==> src/design/cubic_bezier_link_tessellator_unit_defines.svh <==
// Assertion macros for the cubic Bezier link tessellator.
// Included by files that carry concurrent checks; depends on nothing else.
`ifndef CUBIC_BEZIER_LINK_TESSELLATOR_UNIT_DEFINES_SVH
`define CUBIC_BEZIER_LINK_TESSELLATOR_UNIT_DEFINES_SVH
`ifndef SYNTH
// Same-cycle implication, disabled during reset
`define CBLT_ASSERT_IMP(lbl, ck, rn, ante, cons) \
    lbl: assert property (@(posedge ck) disable iff (!rn) (ante) |-> (cons)) \
        else $error("cblt: same-cycle check failed");
// Next-cycle implication, disabled during reset
`define CBLT_ASSERT_NXT(lbl, ck, rn, ante, cons) \
    lbl: assert property (@(posedge ck) disable iff (!rn) (ante) |=> (cons)) \
        else $error("cblt: next-cycle check failed");
`else
`define CBLT_ASSERT_IMP(lbl, ck, rn, ante, cons)
`define CBLT_ASSERT_NXT(lbl, ck, rn, ante, cons)
`endif
`endif

==> src/design/cblt_pkg.sv <==
// Shared widths, constants, stage types and rounding helpers of the tessellator.
// No dependencies; imported by the interfaces and every module.
package cblt_pkg;

    localparam int CRD_W       = 16;   // Q12.4 coordinate
    localparam int SEG_W       = 6;    // segment count and point index
    localparam int T_W         = 17;   // t and u, Q1.16
    localparam int SQ_W        = 34;   // second-order products
    localparam int CUBE_W      = 51;   // third-order products, Q.48
    localparam int WGT_W       = 34;   // weights and weight sums, Q.32
    localparam int MID_W       = 18;   // doubled coordinates
    localparam int SUM_W       = 54;   // weighted sums, 2^-33 LSB
    localparam int WGT_SHIFT   = 16;
    localparam int RND_SHIFT   = 33;
    localparam int RND_W       = SUM_W - RND_SHIFT;
    localparam int CNT_W       = 5;    // reciprocal step counter

    localparam logic [SEG_W-1:0]  SEG_RESET  = SEG_W'(16);
    localparam logic [SEG_W-1:0]  SEG_MIN    = SEG_W'(1);
    localparam logic [T_W-1:0]    T_ONE      = T_W'(65536);
    localparam logic [CNT_W-1:0]  RCP_STEPS  = CNT_W'(T_W - 1);
    localparam logic [CUBE_W:0]   WGT_RND    = (CUBE_W+1)'(1) << (WGT_SHIFT - 1);
    localparam logic [SUM_W-1:0]  SUM_RND    = SUM_W'(1) << (RND_SHIFT - 1);
    localparam logic signed [RND_W-1:0] SAT_HI = RND_W'(32767);
    localparam logic signed [RND_W-1:0] SAT_LO = RND_W'(-32768);

    typedef struct packed {
        logic signed [CRD_W-1:0] sx;
        logic signed [CRD_W-1:0] sy;
        logic signed [CRD_W-1:0] ex;
        logic signed [CRD_W-1:0] ey;
    } cblt_pts_t;

    typedef struct packed {
        logic [SEG_W-1:0] idx;
        logic             last;
    } cblt_meta_t;

    typedef struct packed {
        logic       valid;
        logic [T_W-1:0] t;
        cblt_pts_t  pts;
        cblt_meta_t meta;
    } cblt_issue_t;

    typedef struct packed {
        logic                    valid;
        logic signed [CRD_W-1:0] x;
        logic signed [CRD_W-1:0] y;
        logic [SEG_W-1:0]        idx;
        logic                    last;
    } cblt_point_t;

    typedef struct packed {
        logic             busy;
        logic [T_W-1:0]   quot;
        logic [SEG_W-1:0] rem;
    } cblt_recip_t;

    // Round a Q.48 product to a Q.32 weight, half up
    function automatic logic [WGT_W-1:0] rnd_wgt(input logic [CUBE_W:0] m);
        logic [CUBE_W:0] s;
        s = m + WGT_RND;
        return WGT_W'(s >> WGT_SHIFT);
    endfunction

    // Unsigned weight times signed doubled coordinate
    function automatic logic signed [SUM_W-1:0] wmul(input logic [WGT_W-1:0] w,
                                                     input logic signed [MID_W-1:0] c);
        logic signed [SUM_W-1:0] we;
        logic signed [SUM_W-1:0] ce;
        we = $signed(SUM_W'(w));
        ce = SUM_W'(c);
        return we * ce;
    endfunction

    // Round to nearest (ties up) and saturate to the coordinate range
    function automatic logic signed [CRD_W-1:0] sat_rnd(input logic signed [SUM_W-1:0] s);
        logic signed [SUM_W-1:0] b;
        logic signed [RND_W-1:0] r;
        b = s + $signed(SUM_RND);
        r = RND_W'(b >>> RND_SHIFT);
        if (r > SAT_HI) begin
            return CRD_W'(SAT_HI);
        end
        else if (r < SAT_LO) begin
            return CRD_W'(SAT_LO);
        end
        return CRD_W'(r);
    endfunction

endpackage

==> src/design/cblt_recip.sv <==
// Bit-serial restoring divider: 65536 / segment count, quotient and remainder.
// Depends on cblt_pkg; runs after reset and after each segment count write.
module cblt_recip
    import cblt_pkg::*;
(
    input  logic             clk,
    input  logic             rst_n,
    input  logic             start,
    input  logic [SEG_W-1:0] seg,
    output cblt_recip_t      rcp
);

    logic             busy_reg;
    logic [CNT_W-1:0] cnt_reg;
    logic [T_W-1:0]   quot_reg;
    logic [SEG_W-1:0] rem_reg;
    logic [SEG_W:0]   shift_next;
    logic             fit_next;
    logic [SEG_W-1:0] rem_next;

    // Dividend is 1 followed by sixteen zeros: only the first bit shifted in is set
    always_comb
    begin
        shift_next = {rem_reg, (cnt_reg == '0)};
        fit_next   = (shift_next >= {1'b0, seg});
        rem_next   = fit_next ? SEG_W'(shift_next - {1'b0, seg}) : SEG_W'(shift_next);
    end

    // Iterate one quotient bit per cycle
    always_ff @(posedge clk or negedge rst_n)
    begin
        if (!rst_n)
        begin
            busy_reg <= 1'b1;
            cnt_reg  <= '0;
            quot_reg <= '0;
            rem_reg  <= '0;
        end
        else if (start)
        begin
            busy_reg <= 1'b1;
            cnt_reg  <= '0;
            quot_reg <= '0;
            rem_reg  <= '0;
        end
        else if (busy_reg)
        begin
            quot_reg <= {quot_reg[T_W-2:0], fit_next};
            rem_reg  <= rem_next;
            cnt_reg  <= cnt_reg + CNT_W'(1);
            if (cnt_reg == RCP_STEPS)
            begin
                busy_reg <= 1'b0;
            end
        end
    end

    assign rcp.busy = busy_reg;
    assign rcp.quot = quot_reg;
    assign rcp.rem  = rem_reg;

endmodule

==> config.mk <==
export PLATFORM = sky130hd
export DESIGN_NAME = cblt_recip
export DESIGN_NICKNAME = d
export VERILOG_FILES = /design/src/design/cubic_bezier_link_tessellator_unit_defines.svh /design/src/design/cblt_pkg.sv /design/src/design/cblt_recip.sv
export SDC_FILE = /design/constraint.sdc
export NUM_CORES = 1
export LEC_CHECK = 0
export BUFFER_PORTS_ARGS = -buffer_cell sky130_fd_sc_hd__buf_2
export CORE_ASPECT_RATIO = 2
export CORE_UTILIZATION = 55
export CTS_BUF_LIST = sky130_fd_sc_hd__clkbuf_4 sky130_fd_sc_hd__clkbuf_8
export DETAILED_ROUTE_END_ITERATION = 6
export GPL_TIMING_DRIVEN = 1
export PLACE_DENSITY = 0.8
export RECOVER_POWER = 100
export SLEW_MARGIN = 20
export SYNTH_ARGS = -nofsm -noshare
export SYNTH_HDL_FRONTEND = slang
export SYNTH_SLANG_ARGS = --single-unit
==> constraint.sdc <==
create_clock -name clk -period 4.7 [get_ports clk]
set_clock_uncertainty 0.2 [all_clocks]
set_input_delay 0.705 -clock clk [delete_from_list [all_inputs] [get_ports clk]]
set_output_delay 0.705 -clock clk [all_outputs]
set_load 0.05 [all_outputs]
==> flow_metrics.tcl, run 1 <==
set metrics [dict create \
    outcome "completed" \
    core_um2 2770 \
    first_pass_iters 4 \
    cp-end-kind "output port" \
    r2r_slack_ns 2.05 \
    synth.top_cell.area_share_pct 43.8 \
    post_cts_buffers 0 \
    crit_required_ns 3.80 \
    async_flop_share_pct 100 \
    port_buffers 32 \
    grt_pass1_vias 1234 \
    die_x_um 40.1 \
    synth_ff_type "dfrtp_1" \
    io_pins 33 \
    max_cap_violations 0 \
    antenna_found_initial 0 \
    initial_core_util_pct 57.8 \
    rr_worst_depth 9 \
    final.setup.tns_ns 0 \
    num_antenna_cells 0 \
    crit_fanout 36 \
    r2r-start "cnt_reg[0]$_DFFE_PN0P_" \
    path_class "reg2out" \
    globalplace.congestion 0.700 \
    setup_viol_count_final 0 \
    syn-cell-area_um2 1600 \
    cts_sinks 29 \
    syn2layout_area_growth_pct 13.1 \
    antenna_left 0 \
    drt_wl_total_mm 3.09 \
    cts_tree "built" \
    netlist_top_cells_area "dfrtp_1 44%, mux2i_1 11%, nor2_1 7.0%" \
    maxSlewHeadroom_pct 1.79 \
    clockRootBuffer "clkbuf_8" \
    synthTopCellsByCount "30 x nor2_1, 28 x dfrtp_1, 17 x mux2i_1" \
    drc 0 \
    clk_latency_ns 0.28 \
    start_kind "register" \
    cp_num_buf_inv 1 \
    powerDensity_nw_per_um2 554 \
    largest_reg_flops 17 \
    crit_start "busy_reg$_DFF_PN1_" \
    slowest_delay_ns 1.50 \
    synth_edf_count 0 \
    cts_buffers 5 \
    rsz0062_at_grt "no" \
    placementRows 27 \
    fin_util_pct 65.4 \
    slew_viol_final 0 \
    crit_family "flip-flops" \
    fin_nets 203 \
    clockBufferDepth 2 \
    seq_area_frac_synth_pct 45.4 \
    synthCells 154 \
    vias 1204 \
    synth_cell_types 38 \
    syn_nets 172 \
    hold_class "reg2reg" \
    clk_pin_slew_ns 0.06 \
    post-route-min-period_ns 3.23 \
    place_hpwl_mm 2.27 \
    drt_iter0_markers 17 \
    yosys.area.top_type "dfrtp_1" \
    cts-hold-fix-buffers 0 \
    cp_cell_sequence "clkbuf_1" \
    synth_seq_cells 29 \
    tightest_slew_ns 1.47 \
    grt_pass1_wl_mm 4.94 \
    synth.avg_cell_area_um2 10.4 \
    yosysMostFrequentCell "nor2_1" \
    cp.depth 1 \
    grt_max_degree 37 \
    gr-total-overflow 0 \
    ctsHtreeMaxLevel 2 \
    grt.total_usage_pct 22.7 \
    hold_viol 0 \
    drive_gt1_share_pct 10.8 \
    fp.dieArea_um2 3140 \
    finalCritPeriodShare_pct 68.6 \
    critPathSlowestCell "dfstp_1" \
    wire_per_inst_um 14.4 \
    die-height_um 78.3 \
    max_clock_freq_mhz 310 \
    r2r-end "rem_reg[5]$_DFFE_PN0P_" \
    ctsResizeCount 0 \
    avgViaCountPerCell 5.60 \
    p_leak_uw 0.000988 \
    yosys_warnings 0 \
    crit_path_end "rcp[23]" \
    ir_drop_mv 0.356 \
    crit_arrival_ns 2.32 \
]
==> per-layer routing <==
metal  wire [µm]  track usage [%]
met2        1690             38.5
met4          80             14.1
met3         115             5.37
met1        1200             22.4
met5           0                0
==> worst min-delay path by stage <==
stage / end / cells past startpoint / start / slack [ns]
3_5_place_dp: quot_reg[16]$_DFFE_PN0P_ / 2 / quot_reg[16]$_DFFE_PN0P_ / 0.32
4_1_cts: quot_reg[10]$_DFFE_PN0P_ / 1 / rst_n / 0.25
6_report: quot_reg[16]$_DFFE_PN0P_ / 2 / quot_reg[16]$_DFFE_PN0P_ / 0.34
3_3_place_gp: quot_reg[16]$_DFFE_PN0P_ / 2 / quot_reg[16]$_DFFE_PN0P_ / 0.31
2_1_floorplan: cnt_reg[0]$_DFFE_PN0P_ / 0 / rst_n / 0.21
5_1_grt: quot_reg[16]$_DFFE_PN0P_ / 2 / quot_reg[16]$_DFFE_PN0P_ / 0.37
==> layout make-up <==
cell class	count	area [µm²]
fillers	250	960
multi-input cells	106	757
flip-flops and latches	29	727
repair buffers	32	129
clock buffers	7	90.1
inverters	11	41.3
well taps	29	36.3
clock inverters	1	30.0
==> cells by family after synthesis <==
| group | share of synthesized area, % |
|---|---|
| xor+xnor | 3.83 |
| flops | 45.4 |
| buf+inv | 6.88 |
| simple gates | 14.2 |
| fa+ha+maj | 7.51 |
| mux | 10.6 |
| compound gates | 11.6 |
==> power by group <==
| group | switching [µW] | internal [µW] | total [µW] |
|---|---|---|---|
| clock | 90.3 | 178 | 268 |
| combinational | 283 | 135 | 418 |
| sequential | 34.7 | 281 | 316 |
| total | 408 | 595 | 1000 |
==> worst reg2reg max path: stages, from the launching register on <==
cell,delay (ns)
dfrtp_1,0.41
inv_1,0.07
ha_1,0.16
nand3b_1,0.12
ha_1,0.32
or2b_1,0.10
a21oi_1,0.09
o211a_4,0.27
or4b_4,0.53
a311oi_1,0.28
==> cells in the final DEF (no fill, tap or decap), types with 2 or more instances in the layout <==
| cell type | n |
|---|---|
| a21oi_1 | 4 |
| a311oi_1 | 4 |
| buf_2 | 7 |
| clkbuf_1 | 25 |
| clkbuf_8 | 6 |
| dfrtp_1 | 28 |
| ha_1 | 8 |
| inv_1 | 11 |
| mux2i_1 | 17 |
| nand2_1 | 4 |
| nand3_1 | 5 |
| nand4_1 | 2 |
| nor2_1 | 30 |
| nor3_1 | 2 |
| o21ai_0 | 5 |
| xnor2_1 | 3 |
| xor2_1 | 4 |
==> per-stage QoR <==
step	hold slack, ns	power, µW	setup WS, ns	instances	cell area, µm²
final	0.340	1000	1.47	215	1810
after global placement	0.309	736	2.04	207	1730
after floorplan	0.209	652	2.17	154	1600
after CTS	0.247	1020	2.05	215	1850
after detailed placement	0.324	748	1.96	207	1730
after global routing	0.371	1060	1.35	215	1810
(Power assumes the default switching activity.)
==> run 2: changes to the inputs <==
--- a/config.mk
+++ b/config.mk
@@ -7,11 +7,11 @@
 export LEC_CHECK = 0
 export BUFFER_PORTS_ARGS = -buffer_cell sky130_fd_sc_hd__buf_2
 export CORE_ASPECT_RATIO = 2
-export CORE_UTILIZATION = 55
+export CORE_UTILIZATION = 51
 export CTS_BUF_LIST = sky130_fd_sc_hd__clkbuf_4 sky130_fd_sc_hd__clkbuf_8
 export DETAILED_ROUTE_END_ITERATION = 6
 export GPL_TIMING_DRIVEN = 1
-export PLACE_DENSITY = 0.8
+export PLACE_DENSITY = 0.78
 export RECOVER_POWER = 100
 export SLEW_MARGIN = 20
 export SYNTH_ARGS = -nofsm -noshare
==> constraint.sdc (replaced) <==
create_clock -name clk -period 2.7 [get_ports clk]
set_clock_uncertainty 0.2 [all_clocks]
set_input_delay 0.405 -clock clk [delete_from_list [all_inputs] [get_ports clk]]
set_output_delay 0.405 -clock clk [all_outputs]
set_load 0.05 [all_outputs]
==> flow_metrics.tcl, run 2 (synthesis gave the netlist of run 1 again) <==
set metrics [dict create \
    finalCritPeriodShare_pct 94.3 \
    seqPwrFrac_pct 32.7 \
    final_common_cell "nor2_1" \
    wire_per_inst_um 14.6 \
    r2r_slack_ns 0.15 \
    avgViaCountPerCell 5.60 \
    p_clk_share_pct 23.1 \
    final_area_um2 1830 \
    core_um2 2980 \
    total_power_uw 1680 \
    final_cells 220 \
    clk_pin_slew_ns 0.06 \
    place_hpwl_mm 2.36 \
    fin_nets 207 \
    post-route-min-period_ns 2.55 \
    hold_viol 0 \
    drc 0 \
    fin_util_pct 61.4 \
    cp-end-kind "register" \
    powerDensity_nw_per_um2 917 \
    die-height_um 81.2 \
    largest_reg_flops 17 \
    antenna_left 0 \
    cts_tree "built" \
    clockBufferDepth 2 \
    placementRows 28 \
    r2r-end "rem_reg[5]$_DFFE_PN0P_" \
    path_class "reg2reg" \
    clk_latency_ns 0.28 \
    crit_required_ns 2.69 \
    p_switching_uw 715 \
    first_pass_iters 4 \
    cts_sinks 29 \
    fin_hold_ws_ns 0.351 \
    grt_pass1_wl_mm 5.24 \
    r2r-start "cnt_reg[0]$_DFFE_PN0P_" \
    io_pins 33 \
    tightest_slew_ns 1.51 \
    drt_wl_total_mm 3.21 \
    max_clock_freq_mhz 393 \
    swShare_pct 42.7 \
    port_buffers 32 \
    grt_pass1_vias 1239 \
    final_cell_mix "30 x nor2_1, 28 x dfrtp_1, 25 x clkbuf_1, 17 x mux2i_1, 11 x inv_1" \
    drive_gt1_share_pct 12.6 \
    fp.dieArea_um2 3380 \
    dpl.cell_count 209 \
    multi_input_area_um2 763 \
    placed_cell_area_um2 1740 \
    holdPathEnd "quot_reg[12]$_DFFE_PN0P_" \
    rr_worst_depth 9 \
    gr-total-overflow 0 \
    p_leak_uw 0.00100 \
    syn2layout_area_growth_pct 14.3 \
    grt.total_usage_pct 20.5 \
    slew_viol_final 30 \
    max_cap_violations 1 \
    violations "max-capacitance violations, max-slew violations" \
    drt_iter0_markers 10 \
    maxSlewHeadroom_pct -0.636 \
    min-delay-start "quot_reg[12]$_DFFE_PN0P_" \
    ctsHtreeMaxLevel 2 \
    crit_fanout 7 \
    p_int_uw 962 \
    whs_path_depth 2 \
    regArea_um2 727 \
    cts_buffers 5 \
    hold_class "reg2reg" \
    grt_max_degree 30 \
    fill_cells 252 \
    crit_arrival_ns 2.53 \
    setup_viol_count_final 0 \
    clockRootBuffer "clkbuf_8" \
    start_kind "register" \
    outcome "complete, but fails checks" \
    globalplace.congestion 0.885 \
    num_antenna_cells 0 \
    ctsResizeCount 0 \
    vias 1232 \
    die_x_um 41.6 \
    initial_core_util_pct 53.7 \
    antenna_found_initial 0 \
    combPwrFrac_pct 44.2 \
    ir_drop_mv 0.521 \
]
run 2: how the worst max path moves through the flow:
| stage | to | slack [ns] | startpoint | cells past startpoint |
|---|---|---|---|---|
| floorplan | rem_reg[5]$_DFFE_PN0P_ | 0.23 | rem_reg[2]$_DFFE_PN0P_ | 6 |
| global placement | rem_reg[5]$_DFFE_PN0P_ | 0.21 | cnt_reg[0]$_DFFE_PN0P_ | 9 |
| detailed placement | rem_reg[5]$_DFFE_PN0P_ | 0.14 | cnt_reg[0]$_DFFE_PN0P_ | 9 |
| CTS | rem_reg[5]$_DFFE_PN0P_ | 0.12 | cnt_reg[0]$_DFFE_PN0P_ | 9 |
| global route | rem_reg[5]$_DFFE_PN0P_ | -0.006 | cnt_reg[0]$_DFFE_PN0P_ | 9 |
| finish | rem_reg[5]$_DFFE_PN0P_ | 0.15 | cnt_reg[0]$_DFFE_PN0P_ | 9 |
run 2: final cells by class:
class,count,area share [%]
clock buffers,7,5.27
clock inverters,1,0.274
inverters,11,2.26
multi-input cells,106,41.7
flip-flops and latches,29,39.7
well taps,30,2.05
repair buffers,36,8.69
run 2: per-stage QoR:
stage	TNS [ns]	setup slack, ns
after floorplan	0	0.227
after global placement	0	0.209
after detailed placement	0	0.138
after CTS	0	0.121
after global routing	-0.00587	-0.00587
final	0	0.154
run 2: worst max-delay path, stage by stage, from the launching register on:
cell	delay, ns
dfrtp_1	0.40
inv_1	0.07
ha_1	0.15
nand3b_1	0.10
ha_1	0.31
or2b_1	0.10
a21oi_1	0.09
o211a_4	0.27
or4b_4	0.54
a311oi_2	0.24
run 2: power by group through the flow:
stage               logic, µW  clock network [µW]  registers (µW)
floorplan                 409                   0             726
global placement          734                   0             554
detailed placement        746                   0             556
CTS                       753                 398             548
global route              809                 416             559
finish                    741                 388             549
run 2: routing by layer:
layer / wire, µm / vias up / global-route usage (%)
met1: 1190 / 599 / 20.7
met5: 0 / - / 0
li1: - / 597 / -
met3: 80 / 6 / 3.33
met4: 69 / 0 / 12.3
met2: 1870 / 30 / 38.1
run 2: what timing repair did:
action / in CTS / in global routing
hold buffers: 1 / 0
setup buffers: 0 / 2
setup endpoints to repair: 0 / 1
hold endpoints to repair: 28 / 0
